$ cat src/rtl/dbsg_pkg.sv
// Shared constants, types and tables of the de Bruijn sequence generator.
`timescale 1ns / 1ps
package dbsg_pkg;

  localparam int MAX_ORDER    = 8;
  localparam int DIGIT_BITS   = 4;
  localparam int PTR_BITS     = 3;
  localparam int K_BITS       = 5;
  localparam int N_BITS       = 4;
  localparam int CFG_IDX_BITS = 2;
  localparam int CFG_BITS     = 5;

  localparam logic [K_BITS-1:0] MAX_K = 5'd16;
  localparam logic [K_BITS-1:0] MIN_K = 5'd2;
  localparam logic [N_BITS-1:0] MAX_N = 4'd8;

  localparam logic [CFG_IDX_BITS-1:0] REG_ALPHABET = 2'd0;
  localparam logic [CFG_IDX_BITS-1:0] REG_ORDER    = 2'd1;

  // Row n-1: bit i-1 set when i divides n.
  localparam logic [MAX_ORDER-1:0] DIV_MASK [MAX_ORDER] = '{
    8'b0000_0001,
    8'b0000_0011,
    8'b0000_0101,
    8'b0000_1011,
    8'b0001_0001,
    8'b0010_0111,
    8'b0100_0001,
    8'b1000_1011
  };

  typedef enum logic [3:0] {
    S_IDLE = 4'b0001,
    S_SCAN = 4'b0010,
    S_COPY = 4'b0100,
    S_DONE = 4'b1000
  } state_t;

  typedef struct packed {
    logic                  clear;
    logic                  we;
    logic [PTR_BITS-1:0]   waddr;
    logic [DIGIT_BITS-1:0] wdata;
  } wr_t;

endpackage

$ cat src/rtl/dbsg_digits.sv
// Digit register file of the current prenecklace, one read and one write port.
`timescale 1ns / 1ps
module dbsg_digits (
  input  logic                           clk,
  input  logic                           rst,
  input  dbsg_pkg::wr_t                  wr,
  input  logic [dbsg_pkg::PTR_BITS-1:0]  raddr,
  output logic [dbsg_pkg::DIGIT_BITS-1:0] rdata
);

  logic [dbsg_pkg::DIGIT_BITS-1:0] mem [dbsg_pkg::MAX_ORDER];

  always_ff @(posedge clk) begin
    if (rst || wr.clear) begin
      for (int e = 0; e < dbsg_pkg::MAX_ORDER; e++) begin
        mem[e] <= '0;
      end
    end else if (wr.we) begin
      mem[wr.waddr] <= wr.wdata;
    end
  end

  assign rdata = mem[raddr];

endmodule

$ cat src/rtl/dbsg_seq.sv
// Sequencer: request handling, successor search over the digit file, result register.
`timescale 1ns / 1ps
module dbsg_seq (
  input  logic                            clk,
  input  logic                            rst,
  input  logic                            cfg_rewind,
  input  logic [dbsg_pkg::DIGIT_BITS-1:0] k_m1,
  input  logic [dbsg_pkg::PTR_BITS-1:0]   n_m1,
  input  logic                            req_valid,
  output logic                            req_stall,
  input  logic                            restart,
  output logic                            rsp_valid,
  input  logic                            rsp_stall,
  output logic [dbsg_pkg::DIGIT_BITS-1:0] digit,
  output logic                            last
);

  dbsg_pkg::state_t state;

  logic [dbsg_pkg::PTR_BITS-1:0]   i_ptr;
  logic [dbsg_pkg::PTR_BITS-1:0]   j_ptr;
  logic [dbsg_pkg::PTR_BITS-1:0]   src_ptr;
  logic [dbsg_pkg::PTR_BITS-1:0]   p_m1;
  logic [dbsg_pkg::PTR_BITS-1:0]   e_m1;
  logic                            in_tail;
  logic [dbsg_pkg::PTR_BITS-1:0]   tail_count;
  logic [dbsg_pkg::DIGIT_BITS-1:0] res_digit;
  logic                            res_last;

  dbsg_pkg::wr_t                   wr;
  logic [dbsg_pkg::PTR_BITS-1:0]   raddr;
  logic [dbsg_pkg::DIGIT_BITS-1:0] rd;

  logic                            out_free;
  logic                            accept;
  logic                            rsp_load;
  logic                            tail_e;
  logic [dbsg_pkg::PTR_BITS:0]     tail_next;
  logic                            tail_done;
  logic [dbsg_pkg::DIGIT_BITS-1:0] digit_e;
  logic [dbsg_pkg::PTR_BITS-1:0]   idx_e;
  logic [dbsg_pkg::PTR_BITS-1:0]   p_e;
  logic                            at_max;
  logic                            words_done;

  assign out_free   = !rsp_valid || !rsp_stall;
  assign req_stall  = cfg_rewind || !((state == dbsg_pkg::S_IDLE) && out_free);
  assign accept     = req_valid && !req_stall;
  assign tail_e     = in_tail && !restart;
  assign tail_next  = {1'b0, tail_count} + {{dbsg_pkg::PTR_BITS{1'b0}}, 1'b1};
  assign tail_done  = tail_next >= {1'b0, n_m1};
  assign digit_e    = restart ? '0 : rd;
  assign idx_e      = restart ? '0 : e_m1;
  assign p_e        = restart ? '0 : p_m1;
  assign at_max     = rd >= k_m1;
  assign words_done = (state == dbsg_pkg::S_SCAN) && at_max && (i_ptr == '0);
  assign rsp_load   = !cfg_rewind &&
                      ((accept && (tail_e || (idx_e < p_e))) ||
                       ((state == dbsg_pkg::S_DONE) && out_free));

  always_comb begin
    unique case (state)
      dbsg_pkg::S_IDLE: raddr = e_m1;
      dbsg_pkg::S_SCAN: raddr = i_ptr;
      dbsg_pkg::S_COPY: raddr = src_ptr;
      default:          raddr = '0;
    endcase
  end

  always_comb begin
    wr.clear = cfg_rewind || (accept && restart) || (accept && tail_e && tail_done) ||
               (words_done && (n_m1 == '0));
    wr.we    = 1'b0;
    wr.waddr = i_ptr;
    wr.wdata = rd + {{(dbsg_pkg::DIGIT_BITS-1){1'b0}}, 1'b1};
    if (state == dbsg_pkg::S_SCAN && !at_max) begin
      wr.we = 1'b1;
    end else if (state == dbsg_pkg::S_COPY) begin
      wr.we    = 1'b1;
      wr.waddr = j_ptr;
      wr.wdata = rd;
    end
  end

  dbsg_digits u_digits (
    .clk   (clk),
    .rst   (rst),
    .wr    (wr),
    .raddr (raddr),
    .rdata (rd)
  );

  always_ff @(posedge clk) begin
    if (rst) begin
      state      <= dbsg_pkg::S_IDLE;
      p_m1       <= '0;
      e_m1       <= '0;
      in_tail    <= 1'b0;
      tail_count <= '0;
      rsp_valid  <= 1'b0;
    end else begin
      rsp_valid <= rsp_load || (rsp_valid && rsp_stall);
      if (cfg_rewind) begin
        p_m1       <= '0;
        e_m1       <= '0;
        in_tail    <= 1'b0;
        tail_count <= '0;
      end else begin
        unique case (state)
          dbsg_pkg::S_IDLE: begin
            if (accept) begin
              if (tail_e) begin
                digit <= '0;
                if (tail_done) begin
                  last       <= 1'b1;
                  p_m1       <= '0;
                  e_m1       <= '0;
                  in_tail    <= 1'b0;
                  tail_count <= '0;
                end else begin
                  last       <= 1'b0;
                  tail_count <= tail_next[dbsg_pkg::PTR_BITS-1:0];
                end
              end else if (idx_e >= p_e) begin
                res_digit  <= digit_e;
                i_ptr      <= n_m1;
                in_tail    <= 1'b0;
                tail_count <= '0;
                state      <= dbsg_pkg::S_SCAN;
              end else begin
                digit <= digit_e;
                last  <= 1'b0;
                e_m1  <= idx_e + 1'b1;
              end
            end
          end
          dbsg_pkg::S_SCAN: begin
            if (at_max) begin
              if (i_ptr == '0) begin
                if (n_m1 != '0) begin
                  in_tail    <= 1'b1;
                  tail_count <= '0;
                  res_last   <= 1'b0;
                end else begin
                  res_last   <= 1'b1;
                  p_m1       <= '0;
                  e_m1       <= '0;
                  in_tail    <= 1'b0;
                  tail_count <= '0;
                end
                state <= dbsg_pkg::S_DONE;
              end else begin
                i_ptr <= i_ptr - 1'b1;
              end
            end else begin
              p_m1 <= i_ptr;
              if (i_ptr == n_m1) begin
                e_m1     <= '0;
                res_last <= 1'b0;
                state    <= dbsg_pkg::S_DONE;
              end else begin
                j_ptr   <= i_ptr + 1'b1;
                src_ptr <= '0;
                state   <= dbsg_pkg::S_COPY;
              end
            end
          end
          dbsg_pkg::S_COPY: begin
            if (j_ptr == n_m1) begin
              if (dbsg_pkg::DIV_MASK[n_m1][i_ptr]) begin
                e_m1     <= '0;
                res_last <= 1'b0;
                state    <= dbsg_pkg::S_DONE;
              end else begin
                i_ptr <= n_m1;
                state <= dbsg_pkg::S_SCAN;
              end
            end else begin
              j_ptr   <= j_ptr + 1'b1;
              src_ptr <= src_ptr + 1'b1;
            end
          end
          dbsg_pkg::S_DONE: begin
            if (out_free) begin
              digit <= res_digit;
              last  <= res_last;
              state <= dbsg_pkg::S_IDLE;
            end
          end
          default: state <= dbsg_pkg::S_IDLE;
        endcase
      end
    end
  end

endmodule

$ cat src/rtl/de_bruijn_sequence_generator.sv
// de Bruijn sequence generator: configuration registers and sequencer.
//
// Each request (req_valid, restart) returns one digit of the de Bruijn
// sequence of order n over k symbols, followed by n-1 wrap zeros; last marks
// the final digit, after which the next request starts a fresh sequence.
// restart = 1 rewinds to the sequence start before emitting.
// Configuration: cfg_write with cfg_index 0 (alphabet size) or 1 (order)
// writes cfg_data and rewinds the generator; write only while idle.
// A digit taken from inside the current word is registered and shown in
// the cycle after the request. The last digit of a word runs the successor
// search on the digit file's single read port: one digit per cycle to scan
// back, one per cycle to copy the period forward, repeated for each word
// whose period does not divide n; the result is then presented from the
// result register. The request side is stalled while a search runs, during
// a configuration write to index 0 or 1, or while the response register is
// full and stalled; a new request is taken while a finished response is
// being taken. Reset sets k = 2, n = 3 and rewinds.
`timescale 1ns / 1ps
module de_bruijn_sequence_generator (
  input  logic                                clk,
  input  logic                                rst,
  input  logic                                cfg_write,
  input  logic [dbsg_pkg::CFG_IDX_BITS-1:0]   cfg_index,
  input  logic [dbsg_pkg::CFG_BITS-1:0]       cfg_data,
  input  logic                                req_valid,
  output logic                                req_stall,
  input  logic                                restart,
  output logic                                rsp_valid,
  input  logic                                rsp_stall,
  output logic [dbsg_pkg::DIGIT_BITS-1:0]     digit,
  output logic                                last
);

  logic [dbsg_pkg::K_BITS-1:0]     alphabet_size;
  logic [dbsg_pkg::N_BITS-1:0]     order;
  logic [dbsg_pkg::K_BITS-1:0]     k_eff;
  logic [dbsg_pkg::N_BITS-1:0]     n_eff;
  logic [dbsg_pkg::K_BITS-1:0]     k_dec;
  logic [dbsg_pkg::N_BITS-1:0]     n_dec;
  logic [dbsg_pkg::DIGIT_BITS-1:0] k_m1;
  logic [dbsg_pkg::PTR_BITS-1:0]   n_m1;
  logic                            cfg_rewind;

  assign cfg_rewind = cfg_write &&
                      (cfg_index == dbsg_pkg::REG_ALPHABET || cfg_index == dbsg_pkg::REG_ORDER);

  always_ff @(posedge clk) begin
    if (rst) begin
      alphabet_size <= dbsg_pkg::MIN_K;
      order         <= 4'd3;
    end else if (cfg_write) begin
      unique case (cfg_index)
        dbsg_pkg::REG_ALPHABET: alphabet_size <= cfg_data[dbsg_pkg::K_BITS-1:0];
        dbsg_pkg::REG_ORDER:    order         <= cfg_data[dbsg_pkg::N_BITS-1:0];
        default: ;
      endcase
    end
  end

  assign k_eff = (alphabet_size < dbsg_pkg::MIN_K) ? dbsg_pkg::MIN_K :
                 (alphabet_size > dbsg_pkg::MAX_K) ? dbsg_pkg::MAX_K : alphabet_size;
  assign n_eff = (order == '0) ? 4'd1 :
                 (order > dbsg_pkg::MAX_N) ? dbsg_pkg::MAX_N : order;
  assign k_dec = k_eff - 1'b1;
  assign n_dec = n_eff - 1'b1;
  assign k_m1  = k_dec[dbsg_pkg::DIGIT_BITS-1:0];
  assign n_m1  = n_dec[dbsg_pkg::PTR_BITS-1:0];

  dbsg_seq u_seq (
    .clk        (clk),
    .rst        (rst),
    .cfg_rewind (cfg_rewind),
    .k_m1       (k_m1),
    .n_m1       (n_m1),
    .req_valid  (req_valid),
    .req_stall  (req_stall),
    .restart    (restart),
    .rsp_valid  (rsp_valid),
    .rsp_stall  (rsp_stall),
    .digit      (digit),
    .last       (last)
  );

endmodule
$ cat config.mk
export PLATFORM = sky130hd
export DESIGN_NAME = de_bruijn_sequence_generator
export DESIGN_NICKNAME = d
export VERILOG_FILES = /design/src/rtl/dbsg_pkg.sv /design/src/rtl/dbsg_digits.sv /design/src/rtl/dbsg_seq.sv /design/src/rtl/de_bruijn_sequence_generator.sv
export SDC_FILE = /design/constraint.sdc
export NUM_CORES = 1
export LEC_CHECK = 0
export BUFFER_PORTS_ARGS = -buffer_cell sky130_fd_sc_hd__buf_2
export CORE_MARGIN = 2
export CORE_UTILIZATION = 31
export DETAILED_ROUTE_END_ITERATION = 10
export SYNTH_ARGS = -nofsm -noshare
export SYNTH_HDL_FRONTEND = slang
export SYNTH_HIERARCHICAL = 1
export SYNTH_SLANG_ARGS = --single-unit
$ cat constraint.sdc
create_clock -name clk -period 7.9 [get_ports clk]
set_input_delay 1.185 -clock clk [delete_from_list [all_inputs] [get_ports clk]]
set_output_delay 1.185 -clock clk [all_outputs]
set_load 0.02 [all_outputs]
== After elaboration in Yosys (flattened, before gate mapping) ==
Memories as Yosys holds them, arrays and structs flattened.
Index checks and enable logic that the tools add are counted.
Storage, ports and cells
  register bits: 43
  bits in writable memories: 32
  ROM bits: 64
  input port bits: 13
  output and inout port bits: 7
  word-level logic and storage cells: 219
  memories: 2
Cells by class
  add/sub/neg operators: 9
  order comparisons: 9
  equal/unequal tests: 28
  mux-type cells: 97
  bitwise operators: 4
  reduce and logical (&&, ||, !) cells: 55
Memory list
  (name not given): depth 8, bits a word 8, read ports 1, clocked after memory_dff 0, write ports 0, line dbsg_seq.sv:170  | if (dbsg_pkg::DIV_MASK[n_m1][i_ptr]) begin
  u_seq.u_digits.mem: depth 8, bits a word 4, read ports 1, clocked after memory_dff 0, write ports 8, line dbsg_digits.sv:11  | logic [dbsg_pkg::DIGIT_BITS-1:0] mem [dbsg_pkg::MAX_ORDER];
Operator list (count)
  $mux 3: 37
  $mux 4: 17
  $reduce_and 6->1: 5
  $pmux 3 s3: 3
  $mux 1: 26
  $mux 8: 3
  $pmux 3 s2: 4
  $ne 2x2->1 const B: 10
  $pmux 4 s4: 1
  $logic_and 1x1->1: 15
  $reduce_and 7->1: 2
  $add 3x1->3 const B: 4
  $logic_or 1x1->1: 10
  $ne 2x1->1 const B: 5
  $reduce_and 10->1: 1
  $ne 3x2->1 const B: 3
  $ne 3x3->1 const B: 3
  $reduce_and 9->1: 1
  $pmux 4 s2: 1
  $logic_not 1->1: 7
  $mux 7: 1
  $eq 3x3->1: 2
  $logic_not 3->1: 2
  $pmux 1 s2: 3
  29 further kinds: 36

== Longest topological paths before layout ==
Gate-level depths: netlist of the first run.
  depth in word-level cells: 16
  gate-level depth with buffers: 18
  depth with buffers taken out: 14

== Cells and area by module ==
Netlist of the first run, hierarchy kept.
Modules (own cells, without submodules)
  dbsg_seq: instances 1, cells each 287, area each 2446.1 um2, sequential area each 870.8 um2
  dbsg_digits: instances 1, cells each 104, area each 1641.6 um2, sequential area each 960.9 um2
  de_bruijn_sequence_generator: instances 1, cells each 55, area each 511.7 um2, sequential area each 180.2 um2

== Least setup slack after synthesis of the first run ==
Ideal clock, no wire load.
  path kind: reg2reg
  start point: register u_seq.state[2]
  end point: memory u_seq/u_digits/mem[0][0] in the netlist's numbering, enable pin
  library setup time: 0.345 ns
  arrival time: 4.541 ns
  data required time: 7.555 ns
  setup slack: 3.014 ns
  cell stages (with the launch flop): 18
  buffers on the path: 4
  clock period less this slack: 4.886 ns
  cell sequence: dfxtp_1 -> buf_2 -> nor4b_1 -> clkbuf_1 -> a222oi_1 -> inv_1 -> buf_6 -> mux4_1 -> mux2_2 -> ha_1 -> o21ai_0 -> nor2b_1 -> nor3_1 -> a21oi_1 -> o21ai_0 -> or4b_4 -> buf_6 -> o31ai_2
RTL lines
  start: declaration: line dbsg_seq.sv:18  | dbsg_pkg::state_t state;
  start signal: assignment: line dbsg_seq.sv:95  | state <= dbsg_pkg::S_IDLE;
  start signal: assignment: line dbsg_seq.sv:129  | state <= dbsg_pkg::S_SCAN;
  start signal: assignment: line dbsg_seq.sv:151  | state <= dbsg_pkg::S_DONE;
  end: declaration: line dbsg_digits.sv:11

==> results of run 1 <==
-- worst max path at each step --
stage / from / cells after the start / slack (ps) / to
after CTS: u_seq/state[0]$_SDFFE_PP1P_ / 13 / 2410 / u_seq/u_digits/mem[1][3]$_SDFFCE_PN0P_
final: u_seq/state[0]$_SDFFE_PP1P_ / 13 / 2360 / u_seq/u_digits/mem[1][1]$_SDFFCE_PN0P_
after global routing: u_seq/state[0]$_SDFFE_PP1P_ / 13 / 1810 / u_seq/u_digits/mem[1][3]$_SDFFCE_PN0P_
after detailed placement: u_seq/state[0]$_SDFFE_PP1P_ / 13 / 2420 / u_seq/u_digits/mem[1][3]$_SDFFCE_PN0P_
after global placement: u_seq/state[1]$_SDFFE_PP0P_ / 13 / 2720 / u_seq/u_digits/mem[1][2]$_SDFFCE_PN0P_
after floorplan: u_seq/state[2]$_SDFFE_PP0P_ / 17 / 3010 / u_seq/u_digits/mem[0][0]$_SDFFCE_PN0P_
-- through the flow --
step	setup WS, ps	hold WS, ps
2_1_floorplan	3010	443
3_3_place_gp	2720	459
3_5_place_dp	2420	470
4_1_cts	2410	478
5_1_grt	1810	515
6_report	2360	478
-- flip-flops by register name, summed over array words and instances, names as in the netlist --
signal and flops:
u_seq/tail_count 3, u_seq/digit 4, u_seq/e_m1 3, u_seq/j_ptr 3
u_seq/state 4, u_seq/src_ptr 3, u_seq/in_tail 1, u_seq/p_m1 3
u_seq/last 1, u_seq/i_ptr 3, alphabet_size 5, u_seq/rsp_valid 1
u_seq/u_digits/mem 32, u_seq/res_last 1, u_seq/res_digit 4, order 4
-- per-layer routing --
metal | vias up | part of all wire
met1 | 1635 | 0.47
met2 | 108 | 0.45
met3 | 17 | 0.059
met5 | - | 0
li1 | 1672 | -
met4 | 0 | 0.022
-- power by group --
| group | switching (mW) | internal, mW | leakage, nW |
|---|---|---|---|
| Combinational | 0.244 | 0.130 | 1.04 |
| Clock | 0.155 | 0.211 | 0.127 |
| Sequential | 0.0369 | 0.470 | 0.720 |
| Total | 0.435 | 0.811 | 1.88 |
-- cell usage in the layout, fill, tap and decap left out, types with 14 or more instances in the layout --
cell	count
nor2_1	21
ha_1	20
buf_2	19
a21oi_1	17
nand2_1	39
nor2b_1	14
o21ai_0	27
nand2b_1	25
inv_1	27
edfxtp_1	51
dfxtp_1	24
nor3_1	22
-- critical path, stage by stage (launching register included) --
cell       delay [ps]
dfxtp_1           500
nor4b_4           560
a222oi_1          240
inv_1             300
mux4_1            620
mux2_2            340
ha_1              290
o21ai_0           200
nor2b_1           200
nor3_1            100
a21oi_1           150
o21ai_0           160
nand4bb_1         730
o31ai_1           780
-- area by class of cell --
| type | count | area share |
|---|---|---|
| inverter | 27 | 0.0198 |
| tap | 184 | 0.0450 |
| multi-input combinational | 322 | 0.466 |
| clock buffer | 11 | 0.0455 |
| timing repair buffer | 23 | 0.0244 |
| clock inverter | 5 | 0.00587 |
| sequential | 75 | 0.393 |
-- cell families (layout without fill, tap and decap cells) --
family | after synthesis | in the layout | share of synthesized area
mux | 24 | 24 | 0.0816
compound gates | 82 | 82 | 0.112
buf+inv | 49 | 66 | 0.0462
xor+xnor | 15 | 15 | 0.0286
fa+ha+maj | 20 | 20 | 0.0544
flops | 75 | 75 | 0.437
simple gates | 181 | 181 | 0.240
==> flow_metrics.py, run 1 <==
metrics = {
    "outcome": {
        "outcome": "completed",
    },
    "power": {
        "power-per-cell-area_mw_per_mm2": 243,
        "p_leak_nw": 1.88,
        "p_total_mw": 1.25,
        "irDropWorstVdd_uv": 117,
    },
    "critical_path": {
        "r2r_start": "u_seq/state[0]$_SDFFE_PP1P_",
        "r2r-end": "u_seq/u_digits/mem[1][1]$_SDFFCE_PN0P_",
        "cp_max_fo": 20,
        "reg2reg_slack_ps": 2360,
        "path_class": "reg -> reg",
        "r2r_cells": 13,
        "startpoint_type": "flip-flop",
        "endpoint_kind": "flip-flop",
        "cp.required_ps": 7880,
        "cp_data_arrival_time_ps": 5520,
    },
    "yosys": {
        "yosys_register_bits": 75,
        "synth_largest_area_cell": "edfxtp_1",
        "postSynthCellCount": 446,
        "synthTopCellsByArea": "edfxtp_1 33%, dfxtp_1 10%, ha_1 5.4%, mux4_1 4.6%, nand2b_1 3.4%",
        "yosysMostFrequentCell": "edfxtp_1",
        "synth.distinct_cells": 62,
        "synth_nets": 479,
        "async_reset_ff_frac": 0,
        "ys.flop_type": "edfxtp_1",
        "synth-seq-area-share": 0.437,
        "synth_top_area_frac": 0.333,
        "synthesis.area_mm2": 0.00460,
        "synth_common_cells": "51 x edfxtp_1, 39 x nand2_1, 28 x o21ai_0",
        "syn_avg_cell_area_um2": 10.3,
        "ys_warn_count": 6,
        "synth_edf_count": 51,
    },
    "cells_and_area": {
        "n_fill_cell": 1448,
        "utilization": 0.352,
        "regArea_mm2": 0.00201,
        "n_antenna_cell": 0,
        "drive_above_1_share": 0.143,
        "fin_nets": 491,
        "multiInputGateArea_mm2": 0.00239,
        "finalNonFillerCells": 647,
        "finalInstanceArea_mm2": 0.00512,
        "syn_to_final_growth_pct": 11.3,
    },
    "timing": {
        "tns_ps": 0,
        "maxSlewViolCount": 0,
        "worst_pin_slew_ps": 961,
        "relSlewSlack": 0.358,
        "finalCritPeriodShare": 0.702,
        "finalSetupViolCount": 0,
        "rsz0062_at_grt": "false",
        "timing.fmax_mhz": 180,
        "hold_viol": 0,
        "clock_skew_ps": 6.96,
        "period_minus_slack_ps": 5540,
    },
    "min_path": {
        "holdPathEnd": "u_seq/tail_count[1]$_SDFFE_PN0P_",
        "min_from": "u_seq/tail_count[1]$_SDFFE_PN0P_",
        "hold_depth": 2,
        "hp-class": "reg -> reg",
    },
    "die": {
        "die_h_um": 126,
        "core_mm2": 0.0145,
        "io_pins": 20,
        "die_width_um": 126,
        "die-area_mm2": 0.0158,
        "initial_utilization": 0.316,
        "rows": 44,
    },
    "global_routing": {
        "grt_pass1_wl_mm": 17.7,
        "grt_start_max_net_pins": 26,
        "met1_usage": 0.187,
        "grt_overflow": 0,
        "groute.usage.overall": 0.141,
        "grtUsageMet2": 0.219,
        "grt.met3_usage": 0.0391,
        "antenna_found_initial": 0,
        "busiest_layer": "met2",
        "first_global_vias": 3456,
    },
    "clocking": {
        "cts_sinks": 75,
        "cts_root_buffer": "clkbuf_16",
        "path_clk_slew_ps": 60,
        "cts_tree": "done",
        "cts_resized": 0,
        "cts_buffers": 9,
        "clock_latency_ps": 340,
        "post_cts_buffers": 0,
        "hold_buffers": 0,
        "cts_max_path_buffers": 2,
        "cts_htree_levels": 3,
    },
    "placed_design": {
        "dp.cells": 631,
        "io_buffers": 19,
        "dp_hpwl_mm": 7.84,
        "placed_cell_area_mm2": 0.00486,
        "gp_congestion": 0.908,
    },
    "route": {
        "drt_first_pass_iters": 5,
        "initialDrtViolationCount": 282,
        "routedWlPerCell_um": 16.5,
        "wl_mm": 10.7,
        "drcViolationCount": 0,
        "final_antenna_net_count": 0,
        "vias_per_cell": 5.30,
        "routed-via-count": 3432,
    },
    "flow_run": {
        "drv_cap": 0,
    },
}
Note: power is estimated with default switching activity, not from simulation.
==> run 2, diff against run 1 <==
- clock period: 7.9 -> 5.5 ns (I/O delays scaled with it)
==> flow_metrics.py, run 2 (synthesis results as in run 1) <==
metrics = {
    "clocking": {
        "cts_sinks": 75,
        "cts_resized": 0,
        "post_cts_buffers": 0,
        "cts_htree_levels": 3,
        "cts_max_path_buffers": 2,
        "path_clk_slew_ps": 60,
        "cts_tree": "done",
        "cts_buffers": 9,
        "cts_root_buffer": "clkbuf_16",
        "clock_latency_ps": 350,
        "hold_buffers": 0,
    },
    "route": {
        "final_antenna_net_count": 0,
        "top_layer": "met4",
        "routed-via-count": 3496,
        "wl_met2_mm": 4.79,
        "vias_per_cell": 5.37,
        "drcViolationCount": 0,
        "wl_met3_um": 674,
        "routedWlPerCell_um": 16.7,
        "met1Wirelength_mm": 5.15,
        "wl_mm": 10.9,
        "drt_first_pass_iters": 5,
        "initialDrtViolationCount": 339,
    },
    "timing": {
        "worst_pin_slew_ps": 942,
        "finalCritPeriodShare": 0.914,
        "hold_slack_ps": 491,
        "relSlewSlack": 0.371,
        "maxSlewViolCount": 0,
        "tns_ps": 0,
        "timing.fmax_mhz": 199,
        "finalSetupViolCount": 0,
        "rsz0062_at_grt": "false",
        "period_minus_slack_ps": 5030,
        "clock_skew_ps": 5.87,
        "hold_viol": 0,
    },
    "critical_path": {
        "reg2reg_slack_ps": 470,
        "r2r-end": "u_seq/u_digits/mem[1][1]$_SDFFCE_PN0P_",
        "cp_data_arrival_time_ps": 5010,
        "path_class": "reg -> reg",
        "critical_path.slowest_cell": "o31ai_1",
        "crit_cells": 13,
        "critPathTopFamily": "compound AO/OA/AOI/OAI gates",
        "cp.required_ps": 5480,
        "endpoint_kind": "flip-flop",
        "cp.buffers_inverters": 1,
        "r2r_cells": 13,
        "cp_max_fo": 12,
        "crit_chain": "nor4b_2 > a222oi_1 > inv_1 > mux4_1 > mux2_2 > ha_1 > o21ai_0 > nor2b_1 > nor3_1 > a21oi_1 > o21ai_0 > nand4bb_1 > o31ai_1",
        "startpoint_type": "flip-flop",
        "r2r_start": "u_seq/state[1]$_SDFFE_PP0P_",
        "max_stage_delay_ps": 700,
        "crit_path_frequent_cell": "o21ai_0",
    },
    "power": {
        "p_total_mw": 1.89,
        "power-per-cell-area_mw_per_mm2": 364,
        "irDropWorstVdd_uv": 166,
        "p_leak_nw": 1.92,
    },
    "die": {
        "die_h_um": 126,
        "core_mm2": 0.0145,
        "initial_utilization": 0.316,
        "rows": 44,
        "io_pins": 20,
        "die_width_um": 126,
        "die-area_mm2": 0.0158,
    },
    "cells_and_area": {
        "multiInputGateArea_mm2": 0.00239,
        "fin_nets": 495,
        "regArea_mm2": 0.00201,
        "n_fill_cell": 1472,
        "top_register": "u_seq/u_digits/mem",
        "final_common_cell": "edfxtp_1",
        "n_antenna_cell": 0,
        "reg_top3": "u_seq/u_digits/mem: 32 flops, alphabet_size: 5 flops",
        "largest_reg_flops": 32,
        "syn_to_final_growth_pct": 12.8,
        "final_cell_mix": "51 x edfxtp_1, 39 x nand2_1, 27 x inv_1, 27 x o21ai_0, 25 x nand2b_1",
        "drive_above_1_share": 0.156,
    },
    "global_routing": {
        "groute.usage.overall": 0.141,
        "grt_overflow": 0,
        "grt_start_max_net_pins": 26,
        "antenna_found_initial": 0,
        "first_global_vias": 3424,
        "grt_pass1_wl_mm": 17.8,
    },
    "min_path": {
        "hold_depth": 2,
        "hp-class": "reg -> reg",
        "holdPathEnd": "u_seq/p_m1[0]$_SDFFE_PN0P_",
        "min_from": "u_seq/p_m1[0]$_SDFFE_PN0P_",
    },
    "flow_run": {
        "drv_cap": 0,
    },
    "placed_design": {
        "dp_hpwl_mm": 7.96,
        "gp_congestion": 0.935,
        "io_buffers": 19,
    },
    "outcome": {
        "outcome": "completed",
    },
}
==> run 2: changes by cell type in the layout (fill, tap and decap cells not counted) <==
cell,delta
buf_4,+4
bufinv_16,+1
clkbuf_1,-2
clkinv_1,-1
clkinv_2,-1
clkinvlp_4,+1
inv_6,+2
==> run 2: layout make-up <==
| cell class | count | share of cell area |
|---|---|---|
| inverter | 27 | 0.0195 |
| timing repair buffer | 27 | 0.0299 |
| clock buffer | 9 | 0.0434 |
| tap | 184 | 0.0444 |
| sequential | 75 | 0.388 |
| multi-input combinational | 322 | 0.460 |
| clock inverter | 7 | 0.0147 |
==> run 2: per-stage QoR <==
stage          worst slack, ps   util  cells  instance area [um^2]
3_5_place_dp               585  0.336    635                  4890
6_report                   473  0.357    651                  5190
5_1_grt                    123  0.357    651                  5190
2_1_floorplan              614      -    446                  4600
3_3_place_gp               743  0.336    635                  4890
4_1_cts                    546  0.357    651                  5190
==> run 2: worst max-delay path by stage <==
stage                                        endpoint                   startpoint  slack (ps)
3_3_place_gp   u_seq/u_digits/mem[1][0]$_SDFFCE_PN0P_  u_seq/state[1]$_SDFFE_PP0P_         740
3_5_place_dp   u_seq/u_digits/mem[1][1]$_SDFFCE_PN0P_  u_seq/state[1]$_SDFFE_PP0P_         590
4_1_cts        u_seq/u_digits/mem[1][1]$_SDFFCE_PN0P_  u_seq/state[1]$_SDFFE_PP0P_         550
6_report       u_seq/u_digits/mem[1][1]$_SDFFCE_PN0P_  u_seq/state[1]$_SDFFE_PP0P_         470
5_1_grt        u_seq/u_digits/mem[7][1]$_SDFFCE_PN0P_  u_seq/state[1]$_SDFFE_PP0P_         120
2_1_floorplan  u_seq/u_digits/mem[0][0]$_SDFFCE_PN0P_  u_seq/state[2]$_SDFFE_PP0P_         610
==> run 2: where the power goes <==
group,switching [mW],leakage (nW),internal (mW)
sequential,0.0521,0.720,0.675
combinational,0.359,1.05,0.197
clock,0.252,0.142,0.354
==> run 2: worst register-to-register path, delay by kind of cell (launching register included) <==
family                   cells  cell delay [ps]
AO/OA/AOI/OAI                5             1380
AND/OR/NAND/NOR              4             1220
multiplexers                 2              940
flip-flops                   1              550
buffers and inverters        1              300
adder cells (fa/ha/maj)      1              280
==> run 2: per-layer routing <==
layer,up-vias,global-route usage
met4,0,0.0672
met1,1670,0.197
met2,118,0.214
met3,20,0.0246
met5,-,0
li1,1688,-
